## config.mk

```make
export PLATFORM = sky130hd
export DESIGN_NAME = cstc_front_flat
export DESIGN_NICKNAME = d
export VERILOG_FILES = /design/src/rtl/core/cstc_pkg.sv /design/src/rtl/core/cstc_if.sv /design/src/rtl/core/cstc_front.sv /design/src/flat_wrapper.sv
export SDC_FILE = /design/constraint.sdc
export NUM_CORES = 1
export LEC_CHECK = 0
export ABC_AREA = 1
export BUFFER_PORTS_ARGS = -buffer_cell sky130_fd_sc_hd__clkbuf_2
export CORE_ASPECT_RATIO = 0.7
export CORE_MARGIN = 2
export CORE_UTILIZATION = 30
export DETAILED_ROUTE_END_ITERATION = 8
export PLACE_DENSITY = 0.55
export SKIP_CTS_REPAIR_TIMING = 1
export SYNTH_ARGS = -nofsm -noshare
export SYNTH_HDL_FRONTEND = slang
export SYNTH_SLANG_ARGS = --single-unit
export TNS_END_PERCENT = 30
```

## constraint.sdc

```tcl
create_clock -name clock -period 14.2 [get_ports clock]
set_input_delay 0.71 -clock clock [delete_from_list [all_inputs] [get_ports clock]]
set_output_delay 0.71 -clock clock [all_outputs]
set_load 0.1 [all_outputs]
```

## src/rtl/core/cstc_pkg.sv

```systemverilog
package cstc_pkg;

   // field widths of the request and response beats
   localparam int ID_W    = 17;
   localparam int LIM_W   = 16;
   localparam int TIME_W  = 48;
   localparam int SLEEP_W = 36;
   localparam int ST_W    = 3;
   localparam int REQ_W   = 2;

   // defaults handed to the top level parameters
   localparam int MAX_TASKS_DEF = 16;
   localparam int FRAC_BITS_DEF = 12;

   // shared serial divider: remainder/divisor width, sleep quotient width
   localparam int DIV_W  = 70;
   localparam int QUO_W  = 54;
   localparam int CNT_W  = $clog2(QUO_W + 1);
   localparam int LOAD_Q = LIM_W;

   localparam logic [ID_W-1:0]    ID_MAX         = ID_W'(99999);
   localparam logic [SLEEP_W-1:0] INTERVAL_RESET = SLEEP_W'(64'd3000000000);

   // request codes on the wire
   localparam logic [REQ_W-1:0] REQ_SET    = 2'd0;
   localparam logic [REQ_W-1:0] REQ_SAMPLE = 2'd1;
   localparam logic [REQ_W-1:0] REQ_REMOVE = 2'd2;
   localparam logic [REQ_W-1:0] REQ_RESET  = 2'd3;

   // response status codes
   localparam logic [ST_W-1:0] ST_OK       = 3'd0;
   localparam logic [ST_W-1:0] ST_FIRST    = 3'd1;
   localparam logic [ST_W-1:0] ST_NOTFOUND = 3'd2;
   localparam logic [ST_W-1:0] ST_FULL     = 3'd3;
   localparam logic [ST_W-1:0] ST_BADID    = 3'd4;

   // operation after classification in the front end
   typedef enum logic [2:0] {
      OP_SET,
      OP_SAMPLE,
      OP_REMOVE,
      OP_RESET_STATS,
      OP_BAD_ID
   } op_type;

   typedef struct packed {
      op_type              op;
      logic [ID_W-1:0]     task_id;
      logic [LIM_W-1:0]    limit;
      logic [TIME_W-1:0]   now;
   } job_type;

   typedef enum logic [3:0] {
      BK_IDLE,
      BK_SCAN,
      BK_EXEC,
      BK_LOAD_DIV,
      BK_MUL,
      BK_PREP,
      BK_SLEEP_DIV,
      BK_FIN,
      BK_RESP
   } back_state_type;

endpackage

```

## src/rtl/core/cstc_if.sv

```systemverilog
interface cstc_req_if
   import cstc_pkg::*;
();
   logic               valid;
   logic               ready;
   logic [REQ_W-1:0]   req_type;
   logic [ID_W-1:0]    task_id;
   logic [LIM_W-1:0]   share_limit;
   logic [TIME_W-1:0]  cpu_time_ns;
   modport source (output valid, req_type, task_id, share_limit, cpu_time_ns, input ready);
   modport sink   (input valid, req_type, task_id, share_limit, cpu_time_ns, output ready);
endinterface


```

## src/rtl/core/cstc_front.sv

```systemverilog
module cstc_front
   import cstc_pkg::*;
(
   input  logic         clock,
   input  logic         reset,
   cstc_req_if.sink     req_chan,
   input  logic         job_pop,
   output logic         job_valid,
   output job_type      job
);

   localparam int QDEPTH = 2;

   job_type    q_ff [QDEPTH];
   logic       wr_ptr_ff, wr_ptr_in;
   logic       rd_ptr_ff, rd_ptr_in;
   logic [1:0] count_ff, count_in;
   job_type    cls;
   logic       push;

   // classify the incoming beat
   always_comb begin
      cls.task_id = req_chan.task_id;
      cls.limit   = req_chan.share_limit;
      cls.now     = req_chan.cpu_time_ns;
      if (req_chan.req_type == REQ_RESET) begin
         cls.op = OP_RESET_STATS;
      end else if (req_chan.task_id == '0 || req_chan.task_id > ID_MAX) begin
         cls.op = OP_BAD_ID;
      end else begin
         case (req_chan.req_type)
            REQ_SET:    cls.op = OP_SET;
            REQ_SAMPLE: cls.op = OP_SAMPLE;
            REQ_REMOVE: cls.op = OP_REMOVE;
            default:    cls.op = OP_BAD_ID;
         endcase
      end
   end

   assign req_chan.ready = (count_ff != 2'(QDEPTH));
   assign push           = req_chan.valid && req_chan.ready;
   assign job_valid      = (count_ff != 2'd0);
   assign job            = q_ff[rd_ptr_ff];

   // queue pointers
   always_comb begin
      wr_ptr_in = push    ? ~wr_ptr_ff : wr_ptr_ff;
      rd_ptr_in = job_pop ? ~rd_ptr_ff : rd_ptr_ff;
      count_in  = count_ff + 2'(push) - 2'(job_pop);
   end

   always_ff @(posedge clock) begin
      if (reset) begin
         wr_ptr_ff <= 1'b0;
         rd_ptr_ff <= 1'b0;
         count_ff  <= 2'd0;
      end else begin
         wr_ptr_ff <= wr_ptr_in;
         rd_ptr_ff <= rd_ptr_in;
         count_ff  <= count_in;
      end
   end

   always_ff @(posedge clock) begin
      if (push) begin
         q_ff[wr_ptr_ff] <= cls;
      end
   end

endmodule

```

## src/flat_wrapper.sv

```systemverilog
// flat-port wrapper written by rule: the top's interface ports become plain ports
module cstc_front_flat import cstc_pkg::*;
  (clock, reset, job_pop, job_valid, job, req_chan_valid, req_chan_req_type, req_chan_task_id, req_chan_share_limit, req_chan_cpu_time_ns, req_chan_ready);
  cstc_req_if req_chan_i ();
  input  logic clock;
  input  logic reset;
  input  logic job_pop;
  output logic job_valid;
  output job_type job;
  input wire logic [$bits(req_chan_i.valid)-1:0] req_chan_valid;
  input wire logic [$bits(req_chan_i.req_type)-1:0] req_chan_req_type;
  input wire logic [$bits(req_chan_i.task_id)-1:0] req_chan_task_id;
  input wire logic [$bits(req_chan_i.share_limit)-1:0] req_chan_share_limit;
  input wire logic [$bits(req_chan_i.cpu_time_ns)-1:0] req_chan_cpu_time_ns;
  output wire logic [$bits(req_chan_i.ready)-1:0] req_chan_ready;
  assign req_chan_i.valid = req_chan_valid;
  assign req_chan_i.req_type = req_chan_req_type;
  assign req_chan_i.task_id = req_chan_task_id;
  assign req_chan_i.share_limit = req_chan_share_limit;
  assign req_chan_i.cpu_time_ns = req_chan_cpu_time_ns;
  assign req_chan_ready = req_chan_i.ready;
  cstc_front u_core (.clock(clock), .reset(reset), .req_chan(req_chan_i), .job_pop(job_pop), .job_valid(job_valid), .job(job));
endmodule
```

; Yosys cells after proc, flatten, opt, wreduce, memory -nomap -nowiden
; Memory sizes are Yosys's and may differ from the RTL's. A register that Yosys moved wholly into a read port is not among the register bits.
; Index checks and enable logic that the tools add are counted.
[word_totals]
ram_bits = 168
output_inout_bits = 86
memories = 1
reg_bits = 4
word_cells = 25
[op_classes]
eq_ne = 4
magnitude_cmp = 1
bitwise_logic = 2
addsub = 2
n_mux = 7
reduce_logical = 5
[memory_table]
columns = memory, depth, word_bits, read_ports, rd_ports_with_merged_regs, write_ports, line_no
row1 = u_core.q_ff, 2, 84, 1, 1, 1, cstc_front.sv:14  ; job_type q_ff [QDEPTH];
[ops]
columns = operator, n
row1 = "greater-than comparator 17 bit, second input constant", 1
row2 = logical NOT 17 bit, 1
row3 = case mux 3 bit (3 select lines), 1
row4 = 2-to-1 mux 3 bit, 2
row5 = "== test 2 bit, second input constant", 2
row6 = 2-to-1 mux 1 bit, 4
row7 = adder 2 x 1 -> 2 bit, 1
row8 = "== test 2 x 1 -> 1 bit, second input constant", 1
row9 = logical NOT 2 bit, 1
row10 = "inequality test 2 bit, second input constant", 1
row11 = NOT 1 bit, 2
row12 = nonzero test 2 bit, 1
row13 = subtractor 2 x 1 -> 2 bit, 1
row14 = logical AND 1 bit, 1
row15 = logical OR 1 bit, 1

; Depth between registers and ports, before layout
; Gate-level depths: netlist (run 1).
[logic_depth]
word_depth = 4
mapped_depth = 8

; Worst setup path after synthesis (run 1)
; OpenSTA, ideal clock, no wires.
[synth_timing]
path_kind = register to register
start = register u_core.count_ff[0]
end = memory u_core.q_ff[1][0] (netlist bit), enable pin
required_ps = 13671
synth_period_minus_slack_ps = 5313
path_slack_ps = 8887
arrival_time_ps = 4784
setup_time_ps = 529
path_stages_with_launch = 5
path_cell_list = dfxtp_1 -> inv_1 -> nand2_1 -> nand2_1 -> nor2_1
[synth_via]
elab_chain_len = 4
[synth_lines]
columns = item, line_no
row1 = start: declaration, cstc_front.sv:17  ; logic [1:0] count_ff, count_in;
row2 = start signal: assignment, cstc_front.sv:60  ; count_ff <= count_in;
row3 = inequality test 2 bit, cstc_front.sv:40  ; assign req_chan.ready = (count_ff != 2'(QDEPTH));
row4 = named net req_chan_ready, flat_wrapper.sv:15  ; output wire logic [$bits(req_chan_i.ready)-1:0] req_chan_ready;
row5 = logical AND 1 bit, cstc_front.sv:41  ; assign push = req_chan.valid && req_chan.ready;
row6 = 2-to-1 mux 1 bit, cstc_front.sv:65  ; if (push) begin
row7 = 2-to-1 mux 1 bit (implied by the code), cstc_front.sv:66  ; q_ff[wr_ptr_ff] <= cls;
row8 = end: declaration, cstc_front.sv:14
; The timed path passes the listed nets, and every way through them passes these cells.

==> results.txt, run 1 <==
Cell Pwr Density -> 189 nW/um2
Routed WL -> 12500 um
Clock-pin transition on the worst setup and hold timing paths -> 70 ps
Critical path required time -> 13490 ps
Total leakage power -> 3.33 nW
Hold wc startpoint -> req_chan_cpu_time_ns[30]
Synth unique cells -> 19
Largest net degree at the start of global routing -> 86
Post-route cell area -> 8460 um2
Clock Path Buffers -> 2
Inserted Diodes -> 0
Period utilization -> 0.249
Slew @ Worst Pin -> 1200 ps
Setup violations, final -> 0
Final Util -> 0.389
Mapped Avg Cell Area -> 20.6 um2
Mux share of post-synthesis cell area -> 0.176
Vias after detailed routing -> 3386
First-pass GRT wire length -> 19100 um
Crit start category -> flip-flop
Final setup TNS -> 0 ps
Router iterations before antenna repair -> 4
Sequential area share after synthesis -> 0.771
Post-synthesis compound-gate area fraction -> 0.00263
Reg2reg start -> u_core.count_ff[0]$_SDFF_PP0_
Ys Warns -> 0
Layout area overhead -> 26.8%
GR Overflow Total -> 0
Dpl hpwl -> 8110 um
Post-Synth Adder-Cell Area -> 0.00375
Fmax -> 283 MHz
Hold Fails Final Rpt -> 0
Initial antenna violation count -> 0
VDD IR max -> 0.108 mV
Ports -> 173
Worst skew pair latency -> 430 ps
Fraction of layout cells with a size suffix above 1 -> 0.559
Die height -> 129 um
Max_slew headroom -> 0.202
Die Area -> 23500 um2
CTS Sinks -> 173
Final ANT Viol Nets -> 0
Status -> complete, no violations
CTS tree -> yes
Setup WS pre-CTS -> 11060 ps
Min cycle time layout -> 3530 ps
Number of DRC markers in iteration 0 -> 169
Rows -> 45
DRC errors left -> 0
Post-synthesis cell count -> 324
Worst EP arrival -> 2820 ps
Gr usage total -> 0.111
Cell Area, Synth -> 6670 um2
Port-buffer cells -> 172
CP max FO -> 45
Largest family of logic cells by synthesized area -> multiplexers
Maxcap violations -> 0
Placer Congestion -> 0.667
Simple-Gate Fraction of Synth Area -> 0.0246
Slew Viols, Final -> 0
Cts bufs inserted -> 17
Skew final -> 7.38 ps
Hold WC Path Type -> in2reg
RSZ-0062 raised after global routing -> false
Post-Synth XOR/XNOR Area -> 0.00263
Die extent in x -> 182 um
Final worst slack -> 10670 ps
Vias in the first global route -> 3541
Initial Util -> 0.307
Syn Nets -> 413
Core area -> 21700 um2
Wire per inst -> 15.5 um
H-Tree Depth -> 4
CP Class -> reg2out
Final Power -> 1.60 mW
Cell Area, Placed -> 7840 um2
Via/cell ratio -> 4.21
CP Capture Type -> primary output
Fin nets -> 598
Root buf cell -> clkbuf_16
Yosys reg bits -> 173
per-layer routing:
layer  vias up  global-route usage  share of wire
li1       1604                   -              -
met1      1656               0.141           0.45
met5         -                   0              0
met3        16              0.0467          0.077
met4         0              0.0498          0.014
met2       110               0.167           0.46
cell usage in the layout, fill, tap and decap left out:
cell,instances
clkbuf_2,172
edfxtp_1,168
mux2_4,60
mux2_2,24
nor2_1,17
clkbuf_16,17
nand2_1,15
inv_1,11
bufinv_16,4
clkinvlp_4,4
dfxtp_1,4
clkinv_1,3
clkinv_4,3
buf_4,3
a21oi_1,2
nand3_1,2
nor2_4,2
ha_1,2
nand3b_1,1
or2_2,1
a21boi_0,1
xnor2_1,1
xor2_1,1
nor3b_1,1
nor3_1,1
dfxtp_4,1
inv_6,1
critical path, cell delays in order (launching register included):
cell and delay (ps):
dfxtp_4 800, buf_4 760, mux2_2 420, clkbuf_2 370
worst paths after layout:
| check | endpoint | slack, ps | cells past startpoint |
|---|---|---|---|
| worst max-delay path | job[20] | 10670 | 3 |
| worst min-delay path | u_core.q_ff[1][30]$_DFFE_PP_ | 470 | 1 |
| worst max register to register | u_core.q_ff[0][49]$_DFFE_PP_ | 11580 | 5 |
| worst min register to register | u_core.rd_ptr_ff$_SDFFE_PP0P_ | 520 | 2 |
through the flow:
step,cells,hold WS (ps)
5_1_grt,804,440
2_1_floorplan,324,480
6_report,804,469
3_3_place_gp,772,496
3_5_place_dp,772,503
4_1_cts,804,432
state kept, by name, indices dropped and copies added (netlist names), named ones only:
name and flops:
u_core.q_ff 168, u_core.rd_ptr_ff 1, u_core.count_ff 2, u_core.wr_ptr_ff 1
kinds of logic after synthesis:
group,Yosys count
compound gates,3
xor+xnor,2
fa+ha+maj,2
buf+inv,20
flops,173
mux,84
simple gates,40
layout make-up:
cell class,count,area [um2]
clock buffers,17,425
well taps,282,353
flip-flops and latches,173,5150
fillers,2044,13300
multi-input cells,131,1410
clock inverters,15,196
repair buffers,175,883
inverters,11,41.3
power breakdown:
group          switching (mW)  internal [mW]
combinational           0.374         0.0903
sequential             0.0189          0.628
clock                   0.195          0.294
total                   0.587           1.01
synth_stat cells (all sizes together):
library cell	count	area share
inv	11	0.0062
nor3	1	0.00075
nand3b	1	0.0011
or2	1	0.00094
a21boi	1	0.0011
buf	9	0.013
ha	2	0.0038
nand3	2	0.0015
a21oi	2	0.0015
xor2	1	0.0013
mux2	84	0.18
nand2	15	0.0084
nor2	19	0.011
xnor2	1	0.0013
edfxtp	168	0.76
dfxtp	5	0.015
nor3b	1	0.0011
(Power assumes the default switching activity.)
==> run 2, diff against run 1 <==
--- a/config.mk
+++ b/config.mk
@@ -5,13 +5,13 @@
 export SDC_FILE = /design/constraint.sdc
 export NUM_CORES = 1
 export LEC_CHECK = 0
-export ABC_AREA = 1
+export ABC_AREA = 0
 export BUFFER_PORTS_ARGS = -buffer_cell sky130_fd_sc_hd__clkbuf_2
 export CORE_ASPECT_RATIO = 0.7
 export CORE_MARGIN = 2
 export CORE_UTILIZATION = 30
 export DETAILED_ROUTE_END_ITERATION = 8
-export PLACE_DENSITY = 0.55
+export PLACE_DENSITY = 0.57
 export SKIP_CTS_REPAIR_TIMING = 1
 export SYNTH_ARGS = -nofsm -noshare
 export SYNTH_HDL_FRONTEND = slang
==> constraint.sdc (replaced) <==
create_clock -name clock -period 3 [get_ports clock]
set_input_delay 0.15 -clock clock [delete_from_list [all_inputs] [get_ports clock]]
set_output_delay 0.15 -clock clock [all_outputs]
set_load 0.1 [all_outputs]
==> results.txt, run 2 <==
Slew Viols, Final -> 0
Critical path required time -> 2850 ps
Fraction of layout cells with a size suffix above 1 -> 0.503
CP max FO -> 44
Ports -> 173
Die extent in x -> 178 um
Cell Pwr Density -> 948 nW/um2
Switching pwr -> 3.45 mW
Number of DRC markers in iteration 0 -> 165
Hold WC Path Type -> in2reg
Sw Ratio -> 0.401
Port-buffer cells -> 172
Core area -> 20800 um2
Min cycle time layout -> 2440 ps
Hold Fails Final Rpt -> 0
Internal -> 5.16 mW
CP Capture Type -> primary output
Yosys reg bits -> 173
RSZ-0062 raised after global routing -> false
Layout area overhead -> 42.8%
Cts bufs inserted -> 17
Router iterations before antenna repair -> 4
Largest net degree at the start of global routing -> 45
Fin nets -> 656
Most flop-heavy register -> u_core.q_ff
Die height -> 126 um
Largest register FFs -> 168
Synth area leaders -> edfxtp_1, mux2_2, dfxtp_1
Combinational share of power -> 0.343
Maxcap violations -> 0
Syn Nets -> 387
Commonest non-fill, non-tap cells in the layout -> clkbuf_2, edfxtp_1, dlygate4sd3_1
Leading cell type in the layout, fill and taps excluded -> clkbuf_2
Clock Path Buffers -> 2
Sequential area share after synthesis -> 0.809
Sequential share of power -> 0.377
Yosys top cell by area -> edfxtp_1
Gr usage total -> 0.113
GR Overflow Total -> 0
Period utilization -> 0.813
CTS tree -> yes
Post-synthesis async set-or-reset flop share -> 0
H-Tree Depth -> 4
Inserted Diodes -> 0
Setup violations, final -> 0
Main synth FF type -> edfxtp_1
Root buf cell -> clkbuf_16
Total leakage power -> 3.42 nW
Slew @ Worst Pin -> 610 ps
Rows -> 44
Wire per inst -> 15.3 um
Cell Area, Synth -> 6360 um2
Final setup TNS -> 0 ps
Dpl hpwl -> 8400 um
Final ANT Viol Nets -> 0
Die Area -> 22400 um2
Fmax -> 410 MHz
Vias after detailed routing -> 3598
CP Class -> reg2out
Initial Util -> 0.306
Largest regs -> u_core.q_ff (168), u_core.count_ff (2)
Routed WL -> 13100 um
VDD IR max -> 0.522 mV
Post-synth EDFFs -> 168
Via/cell ratio -> 4.20
Initial antenna violation count -> 0
Post-synthesis cell count -> 298
Worst EP arrival -> 2290 ps
Clock-pin transition on the worst setup and hold timing paths -> 70 ps
DRC errors left -> 0
Crit start category -> flip-flop
Ys Warns -> 0
Mapped Avg Cell Area -> 21.3 um2
Max_slew headroom -> 0.593
Skew final -> 6.59 ps
Clk pwr share -> 0.280
Most frequent cell after synthesis -> edfxtp_1
Placer Congestion -> 0.733
First-pass GRT wire length -> 19000 um
Post-synth top area share -> 0.793
Vias in the first global route -> 3485
Post-synth top cells -> edfxtp_1, mux2_2, buf_2, mux2_1
Worst skew pair latency -> 420 ps
Status -> complete, no violations
CTS Sinks -> 173
Synth unique cells -> 26
Final Util -> 0.437
run 2: cell count changes after synthesis, moves of 8 or more:
cell     previous run  this run
mux2_4             60         0
mux2_2             24        77
nor2_1             19         5
nand2_1            15         2
inv_1              11         3
run 2: final timing paths:
| check | startpoint | end | slack [ps] | depth (start not counted) |
|---|---|---|---|---|
| worst max-delay path | flip-flop | job[82] | 560 | 3 |
| worst max register to register | u_core.count_ff[0]$_SDFF_PP0_ | u_core.q_ff[0][27]$_DFFE_PP_ | 1330 | 4 |
| worst min register to register | u_core.rd_ptr_ff$_SDFFE_PP0P_ | u_core.rd_ptr_ff$_SDFFE_PP0P_ | 530 | 2 |
| worst min-delay path | job_pop | u_core.rd_ptr_ff$_SDFFE_PP0P_ | 30 | 3 |
run 2: critical path: stages, from the launching register on:
cell	delay, ps
dfxtp_4	720
buf_12	300
mux2_1	390
clkbuf_2	390
run 2: cells by family after synthesis:
logic type / count (synthesis) / share of synthesized area
XOR/XNOR: 4 / 0.00551
flip-flops: 173 / 0.809
AO/OA/AOI/OAI: 6 / 0.00649
adder cells (fa/ha/maj): 2 / 0.00393
buffers and inverters: 12 / 0.00846
multiplexers: 84 / 0.149
AND/OR/NAND/NOR: 17 / 0.0179
run 2: per-layer routing:
| layer | share of wire | track usage | vias to the layer above |
|---|---|---|---|
| met5 | 0 | 0 | - |
| met4 | 0.013 | 0.0376 | 0 |
| met3 | 0.066 | 0.0474 | 17 |
| met2 | 0.47 | 0.173 | 118 |
| met1 | 0.45 | 0.144 | 1748 |
| li1 | - | - | 1715 |
run 2: metrics by stage:
step | cell area [um2] | hold slack, ps | setup WS [ps] | cells | power [mW]
5_1_grt | 9080 | 56.4 | 440 | 856 | 8.92
2_1_floorplan | 6370 | 222 | 261 | 298 | 5.68
3_5_place_dp | 7600 | 342 | 968 | 742 | 6.19
4_1_cts | 8260 | -109 | 502 | 774 | 8.64
6_report | 9080 | 30.6 | 561 | 856 | 8.61
3_3_place_gp | 7600 | 339 | 973 | 742 | 6.15
run 2: area by class of cell:
type	count	area, um2
fillers	1880	11700
flip-flops and latches	173	5150
repair buffers	259	1740
multi-input cells	113	1180
clock buffers	17	425
well taps	276	345
clock inverters	15	229
inverters	3	11.3
run 2: power groups by stage:
stage	Combinational, mW	Clock, mW	Sequential, mW
6_report	2.95	2.41	3.24
5_1_grt	3.06	2.57	3.28
4_1_cts	2.90	2.49	3.25
3_5_place_dp	2.89	0	3.30
3_3_place_gp	2.87	0	3.28
2_1_floorplan	2.43	0	3.25
==> run 3, diff against run 2 <==
--- a/config.mk
+++ b/config.mk
@@ -5,13 +5,13 @@
 export SDC_FILE = /design/constraint.sdc
 export NUM_CORES = 1
 export LEC_CHECK = 0
-export ABC_AREA = 0
+export ABC_AREA = 1
 export BUFFER_PORTS_ARGS = -buffer_cell sky130_fd_sc_hd__clkbuf_2
 export CORE_ASPECT_RATIO = 0.7
 export CORE_MARGIN = 2
 export CORE_UTILIZATION = 30
 export DETAILED_ROUTE_END_ITERATION = 8
-export PLACE_DENSITY = 0.57
+export PLACE_DENSITY = 0.55
 export SKIP_CTS_REPAIR_TIMING = 1
 export SYNTH_ARGS = -nofsm -noshare
 export SYNTH_HDL_FRONTEND = slang
==> constraint.sdc (replaced) <==
create_clock -name clock -period 2.25 [get_ports clock]
set_input_delay 0.1125 -clock clock [delete_from_list [all_inputs] [get_ports clock]]
set_output_delay 0.1125 -clock clock [all_outputs]
set_load 0.1 [all_outputs]
==> results.txt, run 3 (same netlist as run 1, synthesis figures left out) <==
Status -> complete, no violations
Largest net degree at the start of global routing -> 44
Final Util -> 0.429
Fmax -> 465 MHz
Cell Pwr Density -> 1070 nW/um2
Number of DRC markers in iteration 0 -> 174
Rows -> 45
Setup violations, final -> 0
Vias after detailed routing -> 3716
Vias in the first global route -> 3618
Placer Congestion -> 0.697
Router iterations before antenna repair -> 6
RSZ-0062 raised after global routing -> false
Worst EP arrival -> 2040 ps
Commonest non-fill, non-tap cells in the layout -> clkbuf_2, edfxtp_1, dlygate4sd3_1
Core area -> 21700 um2
VDD IR max -> 0.731 mV
Die extent in x -> 182 um
GR Overflow Total -> 0
CTS Sinks -> 173
Skew final -> 8.89 ps
Worst skew pair latency -> 410 ps
Multi-input gate area -> 1430 um2
Hold WC Path Type -> in2reg
CP Capture Type -> primary output
Wire per inst -> 14.4 um
Fraction of layout cells with a size suffix above 1 -> 0.495
Cts bufs inserted -> 17
Hold Fails Final Rpt -> 0
CP max FO -> 41
Final setup TNS -> 0 ps
Filler Cell Count -> 1955
Final ANT Viol Nets -> 0
First-pass GRT wire length -> 18900 um
Largest register FFs -> 168
Clock-pin transition on the worst setup and hold timing paths -> 70 ps
H-Tree Depth -> 4
Initial antenna violation count -> 1
Total leakage power -> 3.69 nW
Critical path required time -> 2140 ps
Largest regs -> u_core.q_ff (168), u_core.count_ff (2)
Period utilization -> 0.955
Ports -> 173
DRC errors left -> 0
Reg area -> 5150 um2
Max_slew headroom -> 0.593
Via/cell ratio -> 4.17
Port-buffer cells -> 172
CP Class -> reg2out
Min cycle time layout -> 2150 ps
Fin nets -> 684
Leading cell type in the layout, fill and taps excluded -> clkbuf_2
Die Area -> 23500 um2
Slew Viols, Final -> 0
Gr usage total -> 0.106
Layout area overhead -> 39.9%
Slew @ Worst Pin -> 611 ps
Initial Util -> 0.307
Root buf cell -> clkbuf_16
Dpl hpwl -> 8420 um
Die height -> 129 um
Maxcap violations -> 0
Routed WL -> 12900 um
Most flop-heavy register -> u_core.q_ff
CTS tree -> yes
Clock Path Buffers -> 2
Crit start category -> flip-flop
run 3: changes by cell type in the layout (fill, tap and decap cells not counted), moves of 4 or more:
cell       previous run  this run
mux2_4                0        60
mux2_2               77        24
nor2_1                4        17
nand2_1               2        13
inv_1                 3        10
mux2_1                7         0
bufinv_16             5         1
run 3: final timing paths:
check,endpoint,startpoint,slack [ps],cells after the start
worst max-delay path,job[5],flip-flop,100,3
worst min-delay path,u_core.q_ff[0][81]$_DFFE_PP_,req_chan_req_type[1],70,3
worst max register to register,u_core.q_ff[1][54]$_DFFE_PP_,u_core.count_ff[0]$_SDFF_PP0_,660,5
worst min register to register,u_core.rd_ptr_ff$_SDFFE_PP0P_,u_core.rd_ptr_ff$_SDFFE_PP0P_,530,2
run 3: layout make-up:
type | count | share of cell area
flip-flops and latches | 173 | 0.552
well taps | 282 | 0.0378
clock buffers | 18 | 0.0460
repair buffers | 261 | 0.191
diodes | 1 | 0.000268
clock inverters | 14 | 0.0143
multi-input cells | 131 | 0.154
inverters | 11 | 0.00442
run 3: worst max-delay path, stage by stage (launching register included):
cell and delay, ps:
dfxtp_4 500, buf_12 320, mux2_2 390, clkbuf_2 370
run 3: where the power goes:
group / internal (mW) / switching (mW)
registers: 3.96 / 0.104
clock network: 1.55 / 1.25
logic: 0.704 / 2.42
total: 6.21 / 3.78
run 3: layer usage:
metal / vias to the layer above / track usage / wire length [um]
met4: 0 / 0.0370 / 129
li1: 1782 / - / -
met1: 1814 / 0.130 / 5850
met5: - / 0 / 0
met3: 9 / 0.0422 / 790
met2: 111 / 0.172 / 6090
run 3: through the flow:
stage | instances | power [mW] | hold slack [ps] | area (um2) | setup WS, ps
CTS | 807 | 9.99 | -140 | 8500 | 59.4
finish | 891 | 9.98 | 70.3 | 9330 | 101
detailed placement | 775 | 7.17 | 306 | 7940 | 529
global placement | 775 | 7.12 | 301 | 7940 | 557
floorplan | 324 | 6.69 | 176 | 6710 | -77.0
global route | 891 | 10.4 | 89.6 | 9330 | 2.65
